===== config.mk =====
export PLATFORM = sky130hd
export DESIGN_NAME = pixel_convert_upscale_top
export DESIGN_NICKNAME = d
export VERILOG_FILES = /design/src/hw/rtl/pcu_pkg.sv /design/src/hw/rtl/pcu_front.sv /design/src/hw/rtl/pcu_fifo.sv /design/src/hw/rtl/pcu_back.sv /design/src/hw/rtl/pixel_convert_upscale_top.sv
export VERILOG_INCLUDE_DIRS = /design/src /design/src/hw/rtl
export SDC_FILE = /design/constraint.sdc
export NUM_CORES = 1
export LEC_CHECK = 0
export BUFFER_PORTS_ARGS = -buffer_cell sky130_fd_sc_hd__buf_2
export CAP_MARGIN = 30
export CORE_UTILIZATION = 55
export DETAILED_ROUTE_END_ITERATION = 12
export GPL_TIMING_DRIVEN = 0
export PLACE_DENSITY_LB_ADDON = 0.1
export SETUP_SLACK_MARGIN = 0.4
export SLEW_MARGIN = 10
export SYNTH_ARGS = -nofsm -noshare
export SYNTH_HDL_FRONTEND = slang
export SYNTH_SLANG_ARGS = --single-unit

===== constraint.sdc =====
create_clock -name clk -period 11.23 [get_ports clk]
set_clock_uncertainty 0.2 [all_clocks]
set_input_delay 1.123 -clock clk [delete_from_list [all_inputs] [get_ports clk]]
set_output_delay 1.123 -clock clk [all_outputs]
set_load 0.02 [all_outputs]

===== src/hw/rtl/pixel_convert_upscale_top_macros.svh =====
// ---------------------------------------------------------------------------
// Assertion macros for the pixel converter / upscaler
// Shared forms for the checks placed at the end of the top level.
// ---------------------------------------------------------------------------
`ifndef PIXEL_CONVERT_UPSCALE_TOP_MACROS_SVH
`define PIXEL_CONVERT_UPSCALE_TOP_MACROS_SVH

// Same-cycle implication, idle during reset.
`define PCU_ASSERT_NOW(label, clk, rst, ante, cons, msg) \
  label: assert property (@(posedge clk) disable iff (rst) (ante) |-> (cons)) else $error(msg);

// Next-cycle implication, idle during reset.
`define PCU_ASSERT_NEXT(label, clk, rst, ante, cons, msg) \
  label: assert property (@(posedge clk) disable iff (rst) (ante) |=> (cons)) else $error(msg);

`endif


===== src/hw/rtl/pcu_pkg.sv =====
// ---------------------------------------------------------------------------
// pcu_pkg
// Types and codes shared by the pixel converter / upscaler modules.
// ---------------------------------------------------------------------------
package pcu_pkg;

  // source formats
  localparam logic [2:0] FMT_RGB32  = 3'd0;
  localparam logic [2:0] FMT_BGR565 = 3'd1;
  localparam logic [2:0] FMT_X4444  = 3'd2;
  localparam logic [2:0] FMT_BGR332 = 3'd3;
  localparam logic [2:0] FMT_Y1     = 3'd4;
  localparam logic [2:0] FMT_Y8     = 3'd5;

  // configuration register indexes
  localparam logic [2:0] REG_SOURCE_FORMAT = 3'd0;
  localparam logic [2:0] REG_SRC_RED       = 3'd1;
  localparam logic [2:0] REG_SRC_GREEN     = 3'd2;
  localparam logic [2:0] REG_SRC_BLUE      = 3'd3;
  localparam logic [2:0] REG_DST_RED       = 3'd4;
  localparam logic [2:0] REG_DST_GREEN     = 3'd5;
  localparam logic [2:0] REG_DST_BLUE      = 3'd6;
  localparam logic [2:0] REG_SCALE         = 3'd7;

  localparam int CFG_IDX_W  = 3;
  localparam int CFG_DATA_W = 32;
  localparam int JOB_QDEPTH = 4;

  typedef struct packed {
    logic [31:0] src_data;
    logic [3:0]  valid_pixels;
    logic        row_last;
  } in_item_t;

  typedef struct packed {
    logic [31:0] pixel_word;
    logic        run_last;
    logic        row_end;
  } out_item_t;

  // one decoded word waiting for replication
  typedef struct packed {
    logic [31:0] word;      // final pixel, or the Y1 byte in bits 7..0
    logic        y1;
    logic [3:0]  count;     // pixels in this word, 1..8
    logic [3:0]  scale;     // repeats per pixel, 1..8
    logic        row_last;
  } job_t;

endpackage


===== src/hw/rtl/pcu_front.sv =====
// ---------------------------------------------------------------------------
// pcu_front
// Configuration registers and per-word format decode into a job.
// ---------------------------------------------------------------------------
module pcu_front #(
  parameter int MAX_SCALE = 8
) (
  input  logic                              clk,
  input  logic                              rst,
  input  logic                              cfg_we,
  input  logic [pcu_pkg::CFG_IDX_W-1:0]     cfg_index,
  input  logic [pcu_pkg::CFG_DATA_W-1:0]    cfg_data,
  input  pcu_pkg::in_item_t                 item,
  output pcu_pkg::job_t                     job
);

  logic [2:0] source_format;
  logic [4:0] src_red_shift;
  logic [4:0] src_green_shift;
  logic [4:0] src_blue_shift;
  logic [4:0] dst_red_shift;
  logic [4:0] dst_green_shift;
  logic [4:0] dst_blue_shift;
  logic [3:0] scale_factor;

  always_ff @(posedge clk) begin
    if (rst) begin
      source_format   <= pcu_pkg::FMT_RGB32;
      src_red_shift   <= 5'd16;
      src_green_shift <= 5'd8;
      src_blue_shift  <= 5'd0;
      dst_red_shift   <= 5'd0;
      dst_green_shift <= 5'd8;
      dst_blue_shift  <= 5'd16;
      scale_factor    <= 4'd1;
    end else if (cfg_we) begin
      unique case (cfg_index)
        pcu_pkg::REG_SOURCE_FORMAT: source_format   <= cfg_data[2:0];
        pcu_pkg::REG_SRC_RED:       src_red_shift   <= cfg_data[4:0];
        pcu_pkg::REG_SRC_GREEN:     src_green_shift <= cfg_data[4:0];
        pcu_pkg::REG_SRC_BLUE:      src_blue_shift  <= cfg_data[4:0];
        pcu_pkg::REG_DST_RED:       dst_red_shift   <= cfg_data[4:0];
        pcu_pkg::REG_DST_GREEN:     dst_green_shift <= cfg_data[4:0];
        pcu_pkg::REG_DST_BLUE:      dst_blue_shift  <= cfg_data[4:0];
        pcu_pkg::REG_SCALE:         scale_factor    <= cfg_data[3:0];
        default:                    scale_factor    <= cfg_data[3:0];
      endcase
    end
  end

  function automatic logic [31:0] place(input logic [7:0] r, input logic [7:0] g,
                                        input logic [7:0] b, input logic [4:0] dr,
                                        input logic [4:0] dg, input logic [4:0] db);
    logic [31:0] w;
    w = ({24'd0, r} << dr) | ({24'd0, g} << dg) | ({24'd0, b} << db);
    return w;
  endfunction

  logic [7:0]  b0, b1, r, g, b;
  logic [31:0] word;
  logic [3:0]  npix, scale;

  always_comb begin
    b0 = item.src_data[7:0];
    b1 = item.src_data[15:8];
    r  = '0;
    g  = '0;
    b  = '0;
    unique case (source_format)
      pcu_pkg::FMT_BGR565: begin
        r = {b0[4:0], b0[4:2]};
        g = {b1[2:0], b0[7:5], b1[2:1]};
        b = {b1[7:3], b1[7:5]};
      end
      pcu_pkg::FMT_X4444: begin
        r = {b1[7:4], b1[7:4]};
        g = {b0[3:0], b0[3:0]};
        b = {b0[7:4], b0[7:4]};
      end
      pcu_pkg::FMT_BGR332: begin
        r = {b0[1:0], b0[1:0], b0[1:0], b0[1:0]};
        g = {b0[4:2], b0[4:2], b0[4:3]};
        b = {b0[7:5], b0[7:5], b0[7:6]};
      end
      default: begin
        r = 8'(item.src_data >> src_red_shift);
        g = 8'(item.src_data >> src_green_shift);
        b = 8'(item.src_data >> src_blue_shift);
      end
    endcase

    priority if (source_format == pcu_pkg::FMT_Y8) begin
      word = {4{b0}};
    end else if (source_format == pcu_pkg::FMT_Y1) begin
      word = {24'd0, b0};
    end else begin
      word = place(r, g, b, dst_red_shift, dst_green_shift, dst_blue_shift);
    end

    // clamp pixel count and replication
    priority if (item.valid_pixels == 4'd0) begin
      npix = 4'd1;
    end else if (item.valid_pixels > 4'd8) begin
      npix = 4'd8;
    end else begin
      npix = item.valid_pixels;
    end

    priority if (scale_factor == 4'd0) begin
      scale = 4'd1;
    end else if (scale_factor > 4'(MAX_SCALE)) begin
      scale = 4'(MAX_SCALE);
    end else begin
      scale = scale_factor;
    end

    job.word     = word;
    job.y1       = (source_format == pcu_pkg::FMT_Y1);
    job.count    = job.y1 ? npix : 4'd1;
    job.scale    = scale;
    job.row_last = item.row_last;
  end

endmodule


===== src/hw/rtl/pcu_fifo.sv =====
// ---------------------------------------------------------------------------
// pcu_fifo
// Short job queue between the decode front and the replication back.
// ---------------------------------------------------------------------------
module pcu_fifo #(
  parameter int DEPTH = 4
) (
  input  logic          clk,
  input  logic          rst,
  input  logic          push,
  input  pcu_pkg::job_t push_data,
  output logic          full,
  input  logic          pop,
  output logic          valid,
  output pcu_pkg::job_t head
);

  localparam int PW = (DEPTH > 1) ? $clog2(DEPTH) : 1;
  localparam int CW = $clog2(DEPTH + 1);

  pcu_pkg::job_t   mem [DEPTH];
  logic [PW-1:0]   wr_ptr, rd_ptr;
  logic [CW-1:0]   count;
  logic            do_push, do_pop;

  assign full    = (count == CW'(DEPTH));
  assign valid   = (count != '0);
  assign head    = mem[rd_ptr];
  assign do_push = push && !full;
  assign do_pop  = pop && valid;

  always_ff @(posedge clk) begin
    if (do_push) begin
      mem[wr_ptr] <= push_data;
    end
  end

  always_ff @(posedge clk) begin
    if (rst) begin
      wr_ptr <= '0;
      rd_ptr <= '0;
      count  <= '0;
    end else begin
      if (do_push) begin
        wr_ptr <= (wr_ptr == PW'(DEPTH - 1)) ? '0 : wr_ptr + 1'b1;
      end
      if (do_pop) begin
        rd_ptr <= (rd_ptr == PW'(DEPTH - 1)) ? '0 : rd_ptr + 1'b1;
      end
      unique case ({do_push, do_pop})
        2'b10:   count <= count + 1'b1;
        2'b01:   count <= count - 1'b1;
        default: count <= count;
      endcase
    end
  end

endmodule


===== src/hw/rtl/pcu_back.sv =====
// ---------------------------------------------------------------------------
// pcu_back
// Walks each job's pixels and repeats, one word per cycle into the result
// register while a job is queued and the register is free or being popped.
// ---------------------------------------------------------------------------
module pcu_back (
  input  logic                clk,
  input  logic                rst,
  input  logic                q_valid,
  input  pcu_pkg::job_t       q_head,
  output logic                q_pop,
  input  logic                pop,
  output logic                empty,
  output pcu_pkg::out_item_t  result
);

  logic [2:0]         pix, pix_next;
  logic [2:0]         rep, rep_next;
  logic               out_valid;
  logic               step, last_pix, last_rep;
  pcu_pkg::out_item_t emit;

  assign empty = !out_valid;

  always_comb begin
    step     = q_valid && (!out_valid || pop);
    last_pix = ({1'b0, pix} == q_head.count - 4'd1);
    last_rep = ({1'b0, rep} == q_head.scale - 4'd1);
    q_pop    = step && last_pix && last_rep;

    if (q_head.y1) begin
      emit.pixel_word = {32{q_head.word[3'd7 - pix]}};
    end else begin
      emit.pixel_word = q_head.word;
    end
    emit.run_last = last_pix && last_rep;
    emit.row_end  = last_pix && last_rep && q_head.row_last;

    pix_next = pix;
    rep_next = rep;
    if (step) begin
      priority if (last_rep && last_pix) begin
        pix_next = '0;
        rep_next = '0;
      end else if (last_rep) begin
        pix_next = pix + 1'b1;
        rep_next = '0;
      end else begin
        rep_next = rep + 1'b1;
      end
    end
  end

  always_ff @(posedge clk) begin
    if (rst) begin
      pix       <= '0;
      rep       <= '0;
      out_valid <= 1'b0;
    end else begin
      pix <= pix_next;
      rep <= rep_next;
      if (step) begin
        out_valid <= 1'b1;
      end else if (pop) begin
        out_valid <= 1'b0;
      end
    end
  end

  always_ff @(posedge clk) begin
    if (step) begin
      result <= emit;
    end
  end

endmodule


===== src/hw/rtl/pixel_convert_upscale_top.sv =====
// ---------------------------------------------------------------------------
// pixel_convert_upscale_top
// Framebuffer pixel format converter with horizontal integer upscaling.
// ---------------------------------------------------------------------------
//
//   channel   handshake              payload
//   -------   --------------------   -------------------------------------
//   input     push / full            item   : src_data, valid_pixels, row_last
//   result    empty / pop            result : pixel_word, run_last, row_end
//   config    cfg_valid / cfg_ready  cfg_index (0..7), cfg_data
//
// One word leaves per cycle while a job is queued and the result register
// is free or being popped. An input word yields scale_factor results, or
// valid_pixels * scale_factor for Y1, and holds the replication counters
// until all of them are out; the input side sees this as full once the job queue fills.
// After a push the first result passes through the queue, then the result register.
// Reset clears the registers to their defaults and empties queue and output.
// A withheld pop stalls the result register; the queue keeps taking words until
// it fills.
//
module pixel_convert_upscale_top #(
  parameter int MAX_SCALE = 8
) (
  input  logic                             clk,
  input  logic                             rst,
  // input word channel
  input  logic                             push,
  output logic                             full,
  input  pcu_pkg::in_item_t                item,
  // result word channel
  output logic                             empty,
  input  logic                             pop,
  output pcu_pkg::out_item_t               result,
  // configuration writes
  input  logic                             cfg_valid,
  output logic                             cfg_ready,
  input  logic [pcu_pkg::CFG_IDX_W-1:0]    cfg_index,
  input  logic [pcu_pkg::CFG_DATA_W-1:0]   cfg_data
);

`include "pixel_convert_upscale_top_macros.svh"

  pcu_pkg::job_t job, q_head;
  logic          q_valid, q_pop, q_push;

  // register writes are always taken
  assign cfg_ready = 1'b1;
  assign q_push    = push && !full;

  // decode each accepted word into a job
  pcu_front #(
    .MAX_SCALE (MAX_SCALE)
  ) u_front (
    .clk       (clk),
    .rst       (rst),
    .cfg_we    (cfg_valid && cfg_ready),
    .cfg_index (cfg_index),
    .cfg_data  (cfg_data),
    .item      (item),
    .job       (job)
  );

  // hold jobs so decode and replication stall independently
  pcu_fifo #(
    .DEPTH (pcu_pkg::JOB_QDEPTH)
  ) u_queue (
    .clk       (clk),
    .rst       (rst),
    .push      (push),
    .push_data (job),
    .full      (full),
    .pop       (q_pop),
    .valid     (q_valid),
    .head      (q_head)
  );

  // advance through pixels and repeats, one result word per cycle while the result is free or popped
  pcu_back u_back (
    .clk     (clk),
    .rst     (rst),
    .q_valid (q_valid),
    .q_head  (q_head),
    .q_pop   (q_pop),
    .pop     (pop),
    .empty   (empty),
    .result  (result)
  );

  // a row can only end on the final word of a job
  `PCU_ASSERT_NOW(a_row_end_is_last, clk, rst, !empty && result.row_end, result.run_last, "row_end without run_last")
  // the back never retires a job that is not there
  `PCU_ASSERT_NOW(a_pop_has_job, clk, rst, q_pop, q_valid, "job retired from empty queue")
  // an accepted word is visible to the back on the next cycle
  `PCU_ASSERT_NEXT(a_push_lands, clk, rst, q_push, q_valid, "accepted word missing from queue")

endmodule

# --- Word-level counts from Yosys, hierarchy flattened ---
# Memory sizes are Yosys's and may differ from the RTL's. A register that Yosys moved wholly into a read port is not among the register bits.
# Cells that the tools add are included.
classes:
  n_reduce_logical: 26
  n_bitwise: 2
  addsub: 9
  mux: 26
  eq_ne: 19
  shifts: 6
  n_lt_le_gt_ge: 3
ops:
  columns: ["operator", "count"]
  rows:
  - ["32-bit two-way mux", 3]
  - ["8-bit by 5-bit left shift with 32-bit output", 3]
  - ["32-bit by 5-bit >> shifter with 8-bit output", 3]
  - ["8-bit one-hot mux with 3 select lines", 3]
  - ["32-bit OR", 2]
  - ["3-bit == test (second input constant)", 7]
  - ["4-bit two-way mux", 5]
  - ["2-bit AND reduction", 9]
  - ["3-bit by 2-bit == test with 1-bit output (second input constant)", 4]
  - ["3-bit two-way mux", 4]
  - ["3-bit by 1-bit adder with 3-bit output (second input constant)", 3]
  - ["3-bit by 4-bit == test with 1-bit output", 2]
  - ["4-bit > comparator (second input constant)", 2]
  - ["4-bit zero test", 2]
  - ["2-bit two-way mux", 4]
  - ["4-bit by 1-bit subtractor with 4-bit output (second input constant)", 2]
  - ["1-bit logical AND", 7]
  - ["2-bit == test (second input constant)", 3]
  - ["3-bit by 1-bit == test with 1-bit output (second input constant)", 2]
  - ["3-bit by 6-bit less-than comparator with 1-bit output (second input constant)", 1]
  - ["3-bit one-hot mux with 2 select lines", 1]
  - ["2-bit nonzero test", 3]
  - ["1-bit two-way mux", 5]
  - ["2-bit by 1-bit adder with 2-bit output (second input constant)", 2]
  - ["8 further kinds", 9]
word_totals:
  out_inout_bits: 37
  mem_count: 1
  mem_bits_rw: 168
  register_bits: 85
  wordCells: 109
memory_table:
  columns: ["name", "depth", "width", "rd", "rd_clocked_by_memory_dff", "wr", "line", "source"]
  rows:
  - ["u_queue.mem", 4, 42, 1, 1, 1, "pcu_fifo.sv:21", "pcu_pkg::job_t mem [DEPTH];"]

# --- Logic depth before layout (Yosys ltp) ---
# Gate-level depths: netlist of the first run.
logic_depth:
  word_depth: 8
  depth_mapped: 17
  mapped_depth_nobuf: 14

# --- Hierarchy ---
# From an unflattened synthesis of the first run, not the netlist that was laid out.
unflattened:
  hier_cells: 1651
  area_unflattened_um2: 18532.8
by_module_without_submodules:
  columns: ["module", "area_per_inst_um2", "cells_per_inst", "instances", "seq_area_each_um2"]
  rows:
  - ["pcu_front", 9984.6, 1203, 1, 740.7]
  - ["pcu_fifo", 6547.5, 274, 1, 5225.0]
  - ["pcu_back", 1989.4, 172, 1, 1161.1]
  - ["pixel_convert_upscale_top", 11.3, 2, 1, 0.0]

# --- Worst setup path after synthesis of the first run ---
# OpenSTA, ideal clock, no wires.
synth_timing:
  path_kind: "input port to flip-flop"
  start: "input pop"
  end: "register u_queue.count[2]"
  t_arrival_ns: 4.705
  required_time_ns: 10.959
  path_slack_ns: 6.254
  cell_stages: 10
  setup_time_ns: 0.071
  cell_sequence: "inv_1 > a21oi_1 > and2_1 > clkbuf_1 > ha_1 > inv_1 > fa_1 > xor2_1 > or3_1 > a21oi_1"
synth_between:
  elab_chain_len: 7
  elab_cells_between_ends: 9
  cone_classes: "eq/ne (2); mux (1); reduce/logical (6)"
synth_rtl:
  columns: ["item", "line", "source"]
  rows:
  - ["start, declared", "pixel_convert_upscale_top.sv:32", "input logic pop,"]
  - ["1-bit logical OR (*)", "pcu_back.sv:26", "step = q_valid && (!out_valid || pop);"]
  - ["1-bit logical AND (*)", "pcu_back.sv:26", null]
  - ["via u_back.step", "pcu_back.sv:20", "logic step, last_pix, last_rep;"]
  - ["1-bit logical AND (*) (2 in series)", "pcu_back.sv:29", "q_pop = step && last_pix && last_rep;"]
  - ["1-bit logical AND (*)", "pcu_fifo.sv:30", "assign do_pop = pop && valid;"]
  - ["via u_queue.do_pop", "pcu_fifo.sv:24", "logic do_push, do_pop;"]
  - ["2-bit by 1-bit == test with 1-bit output / 2-bit == test (equally long branches)", "pcu_fifo.sv:50", "unique case ({do_push, do_pop})"]
  - ["3-bit one-hot mux with 2 select lines / 2-bit nonzero test (equally long branches)", null, null]
  - ["end signal, assigned", "pcu_fifo.sv:51", "2'b10: count <= count + 1'b1;"]
  - ["end signal, assigned", "pcu_fifo.sv:52", "2'b01: count <= count - 1'b1;"]
  - ["end signal, assigned", "pcu_fifo.sv:53", "default: count <= count;"]
  - ["end, declared", "pcu_fifo.sv:23", "logic [CW-1:0] count;"]
# Mark *: on every way through the listed nets, which the timed path passes. The rest lies on a longest branch.
# A chain may end at the register's enable or synchronous reset.

==> metrics.cfg, run 1 <==
[route]
drt_pre_antenna_iters=5
detailed_route_via_count=16280
post_drt_via_cell_ratio=7.078
drt_first_iter_violations=1704
route.antenna.remaining_nets=0
wirelength_um=66470
wire_per_inst_um=28.90
drc=0

[critical_path]
worst_setup_path_startpoint=u_front.source_format[1]$_SDFFE_PP0P_
cp_top_family=compound AO/OA/AOI/OAI gates
critical_path.slowest_cell=sky130_fd_sc_hd__o31ai_1
required_ps=11390
crit-reg2reg-launch=u_front.source_format[1]$_SDFFE_PP0P_
worst_setup_path_start_kind=flop
critPathArrivalTime_ps=5230
cell_count_of_the_worst_reg_to_reg_path=10
crit_type=reg2reg
critical_path.reg2reg.endpoint=u_queue.mem[1][25]$_DFFE_PP_
setup.worst_path.end_class=flop
critical-path-max-stage-delay_ps=770
rrSetupSlack_ps=6160
path_common_cell=sky130_fd_sc_hd__clkbuf_1
worstPathMaxFanout=10
critPathCapture=u_queue.mem[1][25]$_DFFE_PP_
path_buf_inv=2
path_cells=clkbuf_1 -> o21bai_1 -> clkbuf_1 -> o2111ai_1 -> nand4_1 -> a2bb2oi_1 -> a221oi_1 -> a311o_1 -> o31ai_1 -> a211o_1
worstSetupPathDepth=10

[final_layout]
multi_input_comb_area_mm2=0.01013
fin_nets=1928
postLayoutCellArea_mm2=0.02020
syn2layout_area_growth_pct=10.32
fillCellCount=2670
sequential_cell_area_mm2=0.007127
finalCoreUtilization_pct=61.94
num_antenna_cells=0
post_route_cells_drive_above_1_share_pct=20.51

[floorplanning]
row_count=66
floorplan.die.height_um=184.5
dieArea_mm2=0.03403
start_util_pct=56.14
design.portCount=114
die_x_um=184.5
design.core.area_mm2=0.03262

[sta]
timing.final.crit_share_pct=45.11
setup_viol=0
relative_max_transition_margin_pct=34.39
timing_hold_violations_final=0
rsz0062_at_grt=false
post_route_setup_tns_ps=0
finalCriticalPeriod_ps=5066
fmax_ghz=0.1974
worst_pin_slew_ps=956.8
slew_violations=0
final.setup.worst_slack_ps=6164

[global_routing]
grt_start_max_net_pins=31
grt_antenna_before_repair=0
grt_remaining_overflow=0
grt_pass1_wl_um=98660
via_count_of_the_first_global_routing_pass=15670
grt.total_usage_pct=39.40

[placed_design]
placement_stage_cell_area_mm2=0.01936
dpl.hpwl_um=49620
buffer_ports.inserted=74
place.gp.congestion=1.079
placement.setup.worst_slack_ps=6005

[clocking]
clk-insertion-delay-late_ps=530
cts_post_setup_buffers_inserted=0
hold_bufs_inserted_after_cts=0
tritoncts_clock_tree=yes
clk_pin_slew_worst_paths_ps=60
ctsRootBufferMaster=sky130_fd_sc_hd__clkbuf_16
number_of_buffers_inserted_during_clock_tree_synthesis=25
number_of_gates_given_a_new_drive_strength_after_cts=0
clock-sinks=255
clk_path_buf_depth=3
htree_num_levels=1

[synthesis]
postSynthAreaPerCell_um2=10.59
synthArstFlopShare_pct=0
ys_top_cells_by_area=sky130_fd_sc_hd__edfxtp_1 (33%), sky130_fd_sc_hd__mux4_2 (15%), sky130_fd_sc_hd__mux2i_1 (5.8%)
netlist.top_cell.by_area=sky130_fd_sc_hd__edfxtp_1
synth_top_cells_by_count=sky130_fd_sc_hd__edfxtp_1 (202), sky130_fd_sc_hd__nor2_1 (159), sky130_fd_sc_hd__nand2_1 (134)
seq_area_frac_synth_pct=38.92
synth_edf_count=202
synthesis.instances=1729
netlist_area_mm2=0.01831
cell_with_the_most_instances_after_synthesis=sky130_fd_sc_hd__edfxtp_1
synth.top_cell.area_share_pct=33.12
flops_latches_synth=255
synth_cell_type_count=100
ys.flop_type=sky130_fd_sc_hd__edfxtp_1
mappedNetlistNets=1817
yosysWarnings=0

[power_and_ir_drop]
vdd_drop_max_mv=0.1025
cellPowerDensity_mw_per_mm2=125.6
total_leakage_power_uw=0.006758
totalPowerFinal_uw=2537

[min_path]
hold_path.class=reg2reg

[run]
cap_viol_max_count=0

[status]
status=complete, no violations

==> kinds of logic (layout without fill, tap and decap cells) <==
| kind of cell | count (synthesis) | in the layout | synth area share, % |
|---|---|---|---|
| and+or+nand+nor | 498 | 498 | 12.95 |
| AOI/OAI and AO/OA | 427 | 427 | 16.48 |
| muxes | 282 | 282 | 24.33 |
| DFF | 255 | 255 | 38.92 |
| buffers and inverters | 242 | 371 | 5.883 |
| xor gates and xnor gates | 13 | 13 | 0.6218 |
| adders and majority gates | 11 | 11 | 0.7926 |
| other | 1 | 1 | 0.02048 |
==> tightest hold or removal path, cell delays in order, from the launching register on <==
cell and delay [ps]:
sky130_fd_sc_hd__dfxtp_1 320, sky130_fd_sc_hd__nand2_1 50, sky130_fd_sc_hd__o211ai_1 80
==> per-stage QoR <==
stage          instances  hold slack [ps]
2_1_floorplan       1729            255.0
3_3_place_gp        2245            275.6
3_5_place_dp        2251            289.9
4_1_cts             2296            303.8
5_1_grt             2300            336.9
6_report            2300            305.4
==> layout make-up <==
| type | instances | area share, % |
|---|---|---|
| plain buffers | 170 | 3.995 |
| clock buffers | 29 | 3.220 |
| clock inverters | 16 | 0.8051 |
| inverters | 72 | 1.338 |
| multi-input cells | 1232 | 50.14 |
| flip-flops and latches | 255 | 35.28 |
| well taps | 442 | 2.737 |
| repair buffers | 84 | 2.490 |
==> state kept, by name, summed over array words and instances, names as in the netlist, named ones only <==
name,count
u_front.src_blue_shift,5
u_front.src_green_shift,5
u_front.dst_blue_shift,5
u_front.scale_factor,4
u_queue.wr_ptr,2
u_back.out_valid,1
u_front.src_red_shift,5
u_queue.rd_ptr,2
u_front.dst_green_shift,5
u_back.rep,3
u_queue.count,3
u_front.source_format,3
u_queue.mem,168
u_back.result,34
u_back.pix,3
u_front.dst_red_shift,5
==> per-layer routing <==
metal / vias up / GRT usage (%) / share of wire, %
met5: - / 0 / 0
met4: 0 / 23.77 / 7.1
met3: 282 / 5.493 / 8.7
met2: 1107 / 64.80 / 47
met1: 7985 / 49.39 / 37
li1: 6905 / - / -
==> cells in the final DEF (no fill, tap or decap), types with 26 or more instances in the layout <==
cell type                    n
sky130_fd_sc_hd__mux2i_1   107
sky130_fd_sc_hd__edfxtp_1  202
sky130_fd_sc_hd__mux4_2    123
sky130_fd_sc_hd__nand2_1   134
sky130_fd_sc_hd__dfxtp_1    53
sky130_fd_sc_hd__inv_1      66
sky130_fd_sc_hd__o21ai_0    70
sky130_fd_sc_hd__nor2_1    159
sky130_fd_sc_hd__a21oi_1    79
sky130_fd_sc_hd__nor3_1     51
sky130_fd_sc_hd__buf_2     110
sky130_fd_sc_hd__a31oi_1    40
sky130_fd_sc_hd__clkbuf_1  109
sky130_fd_sc_hd__mux2_2     39
sky130_fd_sc_hd__nor2b_1    26
==> where the power goes <==
group	internal (uW)	leakage (uW)	switching [uW]
logic	197	0.00409	368
registers	1110	0.00228	18.9
clock network	485	0.000395	362
total	1790	0.00676	748
==> how the worst min path moves through the flow <==
stage | start | to | cells after the start
after floorplan | u_front.scale_factor[0]$_SDFFE_PP1P_ | u_front.scale_factor[0]$_SDFFE_PP1P_ | 2
after global placement | u_front.scale_factor[0]$_SDFFE_PP1P_ | u_front.scale_factor[0]$_SDFFE_PP1P_ | 2
after detailed placement | u_front.scale_factor[0]$_SDFFE_PP1P_ | u_front.scale_factor[0]$_SDFFE_PP1P_ | 2
after CTS | u_front.scale_factor[0]$_SDFFE_PP1P_ | u_front.scale_factor[0]$_SDFFE_PP1P_ | 2
after global routing | u_front.scale_factor[0]$_SDFFE_PP1P_ | u_front.scale_factor[0]$_SDFFE_PP1P_ | 2
final | u_front.scale_factor[0]$_SDFFE_PP1P_ | u_front.scale_factor[0]$_SDFFE_PP1P_ | 2
No activity file was read; power rests on OpenSTA's default activity.
==> inputs of run 2 (changes only) <==
clock period = 4.1 ns   (was 11.23 ns; I/O delays follow)
==> run 2 against run 1 <==
  * Sequential cell count stayed put
  * Total power grew to 2.8 times the previous value
  * Utilization is 4.2 points higher
  * First-iteration DRC count is 28% higher
  * Combinational power grew to 3.2 times the previous value
  * Die area stayed put
==> metrics.cfg, run 2 (synthesis results as in run 1) <==
[sta]
fmax_ghz=0.2676  ; +36%
worst_pin_slew_ps=1136  ; +179.6 ps
finalCriticalPeriod_ps=3737  ; -1330 ps
slew_violations=0  ; unchanged
timing_hold_violations_final=0  ; unchanged
rsz0062_at_grt=true
final.setup.worst_slack_ps=363.3  ; -5800 ps
relative_max_transition_margin_pct=23.96  ; -10 points
setup_viol=0  ; unchanged
post_route_setup_tns_ps=0  ; unchanged
timing.final.crit_share_pct=91.14  ; +46 points

[route]
wirelength_um=69310  ; +4.3%
drt_first_iter_violations=2174  ; +28%
detailed_route_via_count=16730  ; +2.7%
wire_per_inst_um=29.67  ; +2.7%
drc=0  ; unchanged
post_drt_via_cell_ratio=7.160  ; +1.2%
route.antenna.remaining_nets=0  ; unchanged
drt_pre_antenna_iters=7  ; +2

[global_routing]
via_count_of_the_first_global_routing_pass=16140  ; +3.0%
grt.total_usage_pct=40.80  ; +1.4 points
grt_remaining_overflow=0  ; unchanged
grt_antenna_before_repair=0  ; unchanged
grt_pass1_wl_um=102400  ; +3.8%
grt_start_max_net_pins=31  ; unchanged

[floorplanning]
start_util_pct=56.14  ; unchanged
design.portCount=114  ; unchanged
floorplan.die.height_um=184.5  ; unchanged
row_count=66  ; unchanged
dieArea_mm2=0.03403  ; unchanged
die_x_um=184.5  ; unchanged
design.core.area_mm2=0.03262  ; unchanged

[clocking]
clk-insertion-delay-late_ps=550  ; +20 ps
number_of_buffers_inserted_during_clock_tree_synthesis=27  ; +8.0%
clk_pin_slew_worst_paths_ps=60  ; about the same
tritoncts_clock_tree=yes
htree_num_levels=1  ; unchanged
clock-sinks=255  ; unchanged
clk_path_buf_depth=3  ; unchanged
ctsRootBufferMaster=sky130_fd_sc_hd__clkbuf_16

[final_layout]
reg.largest.list=u_queue.mem: 168 flops, u_back.result: 34 flops
layout_commonest_cell=sky130_fd_sc_hd__edfxtp_1
registers.top_by_ff_count=u_queue.mem
fin_nets=1965  ; +1.9%
postLayoutCellArea_mm2=0.02158  ; +6.8%
syn2layout_area_growth_pct=17.82
commonest_non_fill_non_tap_cells_in_the_layout=sky130_fd_sc_hd__edfxtp_1 (202), sky130_fd_sc_hd__nor2_1 (156), sky130_fd_sc_hd__nand2_1 (134), sky130_fd_sc_hd__mux4_2 (123), sky130_fd_sc_hd__mux2i_1 (99)
num_antenna_cells=0  ; unchanged
largest_reg_flops=168  ; unchanged
final_cell_count_without_fillers=2336  ; +1.6%
post_route_cells_drive_above_1_share_pct=29.62  ; +9.1 points

[critical_path]
required_ps=4370  ; -7020 ps
worst_setup_path_start_kind=flop
worstPathMaxFanout=4  ; -6
crit_type=reg2reg
setup.worst_path.end_class=flop
critPathArrivalTime_ps=4000  ; -1230 ps

[placed_design]
placement.setup.worst_slack_ps=-475.5  ; -6480 ps
buffer_ports.inserted=74  ; unchanged
placement_stage_cell_area_mm2=0.01938  ; about the same
dp_cells=2251  ; unchanged
dpl.hpwl_um=49650  ; about the same
place.gp.congestion=1.132  ; +4.9%

[power_and_ir_drop]
vdd_drop_max_mv=0.2998  ; +190%
total_leakage_power_uw=0.007188  ; +6.4%
cellPowerDensity_mw_per_mm2=330.7  ; +160%

[min_path]
hold_path.class=in2reg

[status]
status=complete, no violations

[run]
cap_viol_max_count=0  ; unchanged

==> run 2: worst max-delay path, stage by stage (launching register included) <==
cell and delay (ps):
sky130_fd_sc_hd__dfxtp_2 320, sky130_fd_sc_hd__buf_6 120, sky130_fd_sc_hd__buf_12 110, sky130_fd_sc_hd__mux4_2 520, sky130_fd_sc_hd__nor2_2 150, sky130_fd_sc_hd__xnor2_1 140, sky130_fd_sc_hd__a31oi_1 100, sky130_fd_sc_hd__or3_4 400
sky130_fd_sc_hd__nor4_4 180, sky130_fd_sc_hd__and2_4 200, sky130_fd_sc_hd__buf_8 110, sky130_fd_sc_hd__ha_4 130, sky130_fd_sc_hd__inv_2 40, sky130_fd_sc_hd__fa_2 340, sky130_fd_sc_hd__xor2_1 160, sky130_fd_sc_hd__or3_1 310
sky130_fd_sc_hd__a21oi_1 150
==> run 2: cell type report <==
type	count	area, um^2
fill	2550	11040
multi-input combinational	1232	11020
sequential	255	7136
buffer	170	1011
timing repair buffer	119	797.0
clock buffer	35	715.7
tap	442	553.0
inverter	72	270.3
clock inverter	11	68.82
==> run 2: metrics by stage <==
stage                     hold slack, ps  util, %  power (uW)
after floorplan                    255.0        -        4110
after global placement             277.8    59.04        4608
after detailed placement           285.4    59.41        4648
after CTS                          1.804    63.78        6954
after global routing               44.69    66.15        7329
final                              32.72    66.15        7136
==> run 2: what timing repair did <==
| item | in CTS | in global routing |
|---|---|---|
| gates cloned | 0 | 0 |
| hold buffers | 2 | 0 |
| pin swaps | 16 | 47 |
| gates resized for setup | 106 | 154 |
| endpoints found under the setup margin | 159 | 127 |
| setup buffers | 19 | 16 |
| endpoints found under the hold margin | 5 | 0 |
==> run 2: worst paths after layout <==
path | from | end | slack (ps) | cells past startpoint
worst max-delay path | flop | u_queue.count[2]$_SDFFE_PP0P_ | 360 | 16
worst min register to register | u_front.scale_factor[0]$_SDFFE_PP1P_ | u_front.scale_factor[0]$_SDFFE_PP1P_ | 300 | 2
worst min-delay path | pop | u_back.out_valid$_SDFFE_PP0P_ | 30 | 4
worst max register to register | flop | u_queue.count[2]$_SDFFE_PP0P_ | 360 | 16
==> run 2: layer usage <==
layer  vias up  share of wire [%]  GRT usage, %
met4         0                7.3         24.83
li1       6976                  -             -
met1      8132                 37         51.37
met5         -                  0             0
met3       334                 11         8.714
met2      1283                 45         64.41
==> run 2: report_power, final <==
group	internal (uW)	total (uW)	switching, uW
registers	3030	3090	54.5
clock network	1230	2250	1020
logic	683	1800	1120
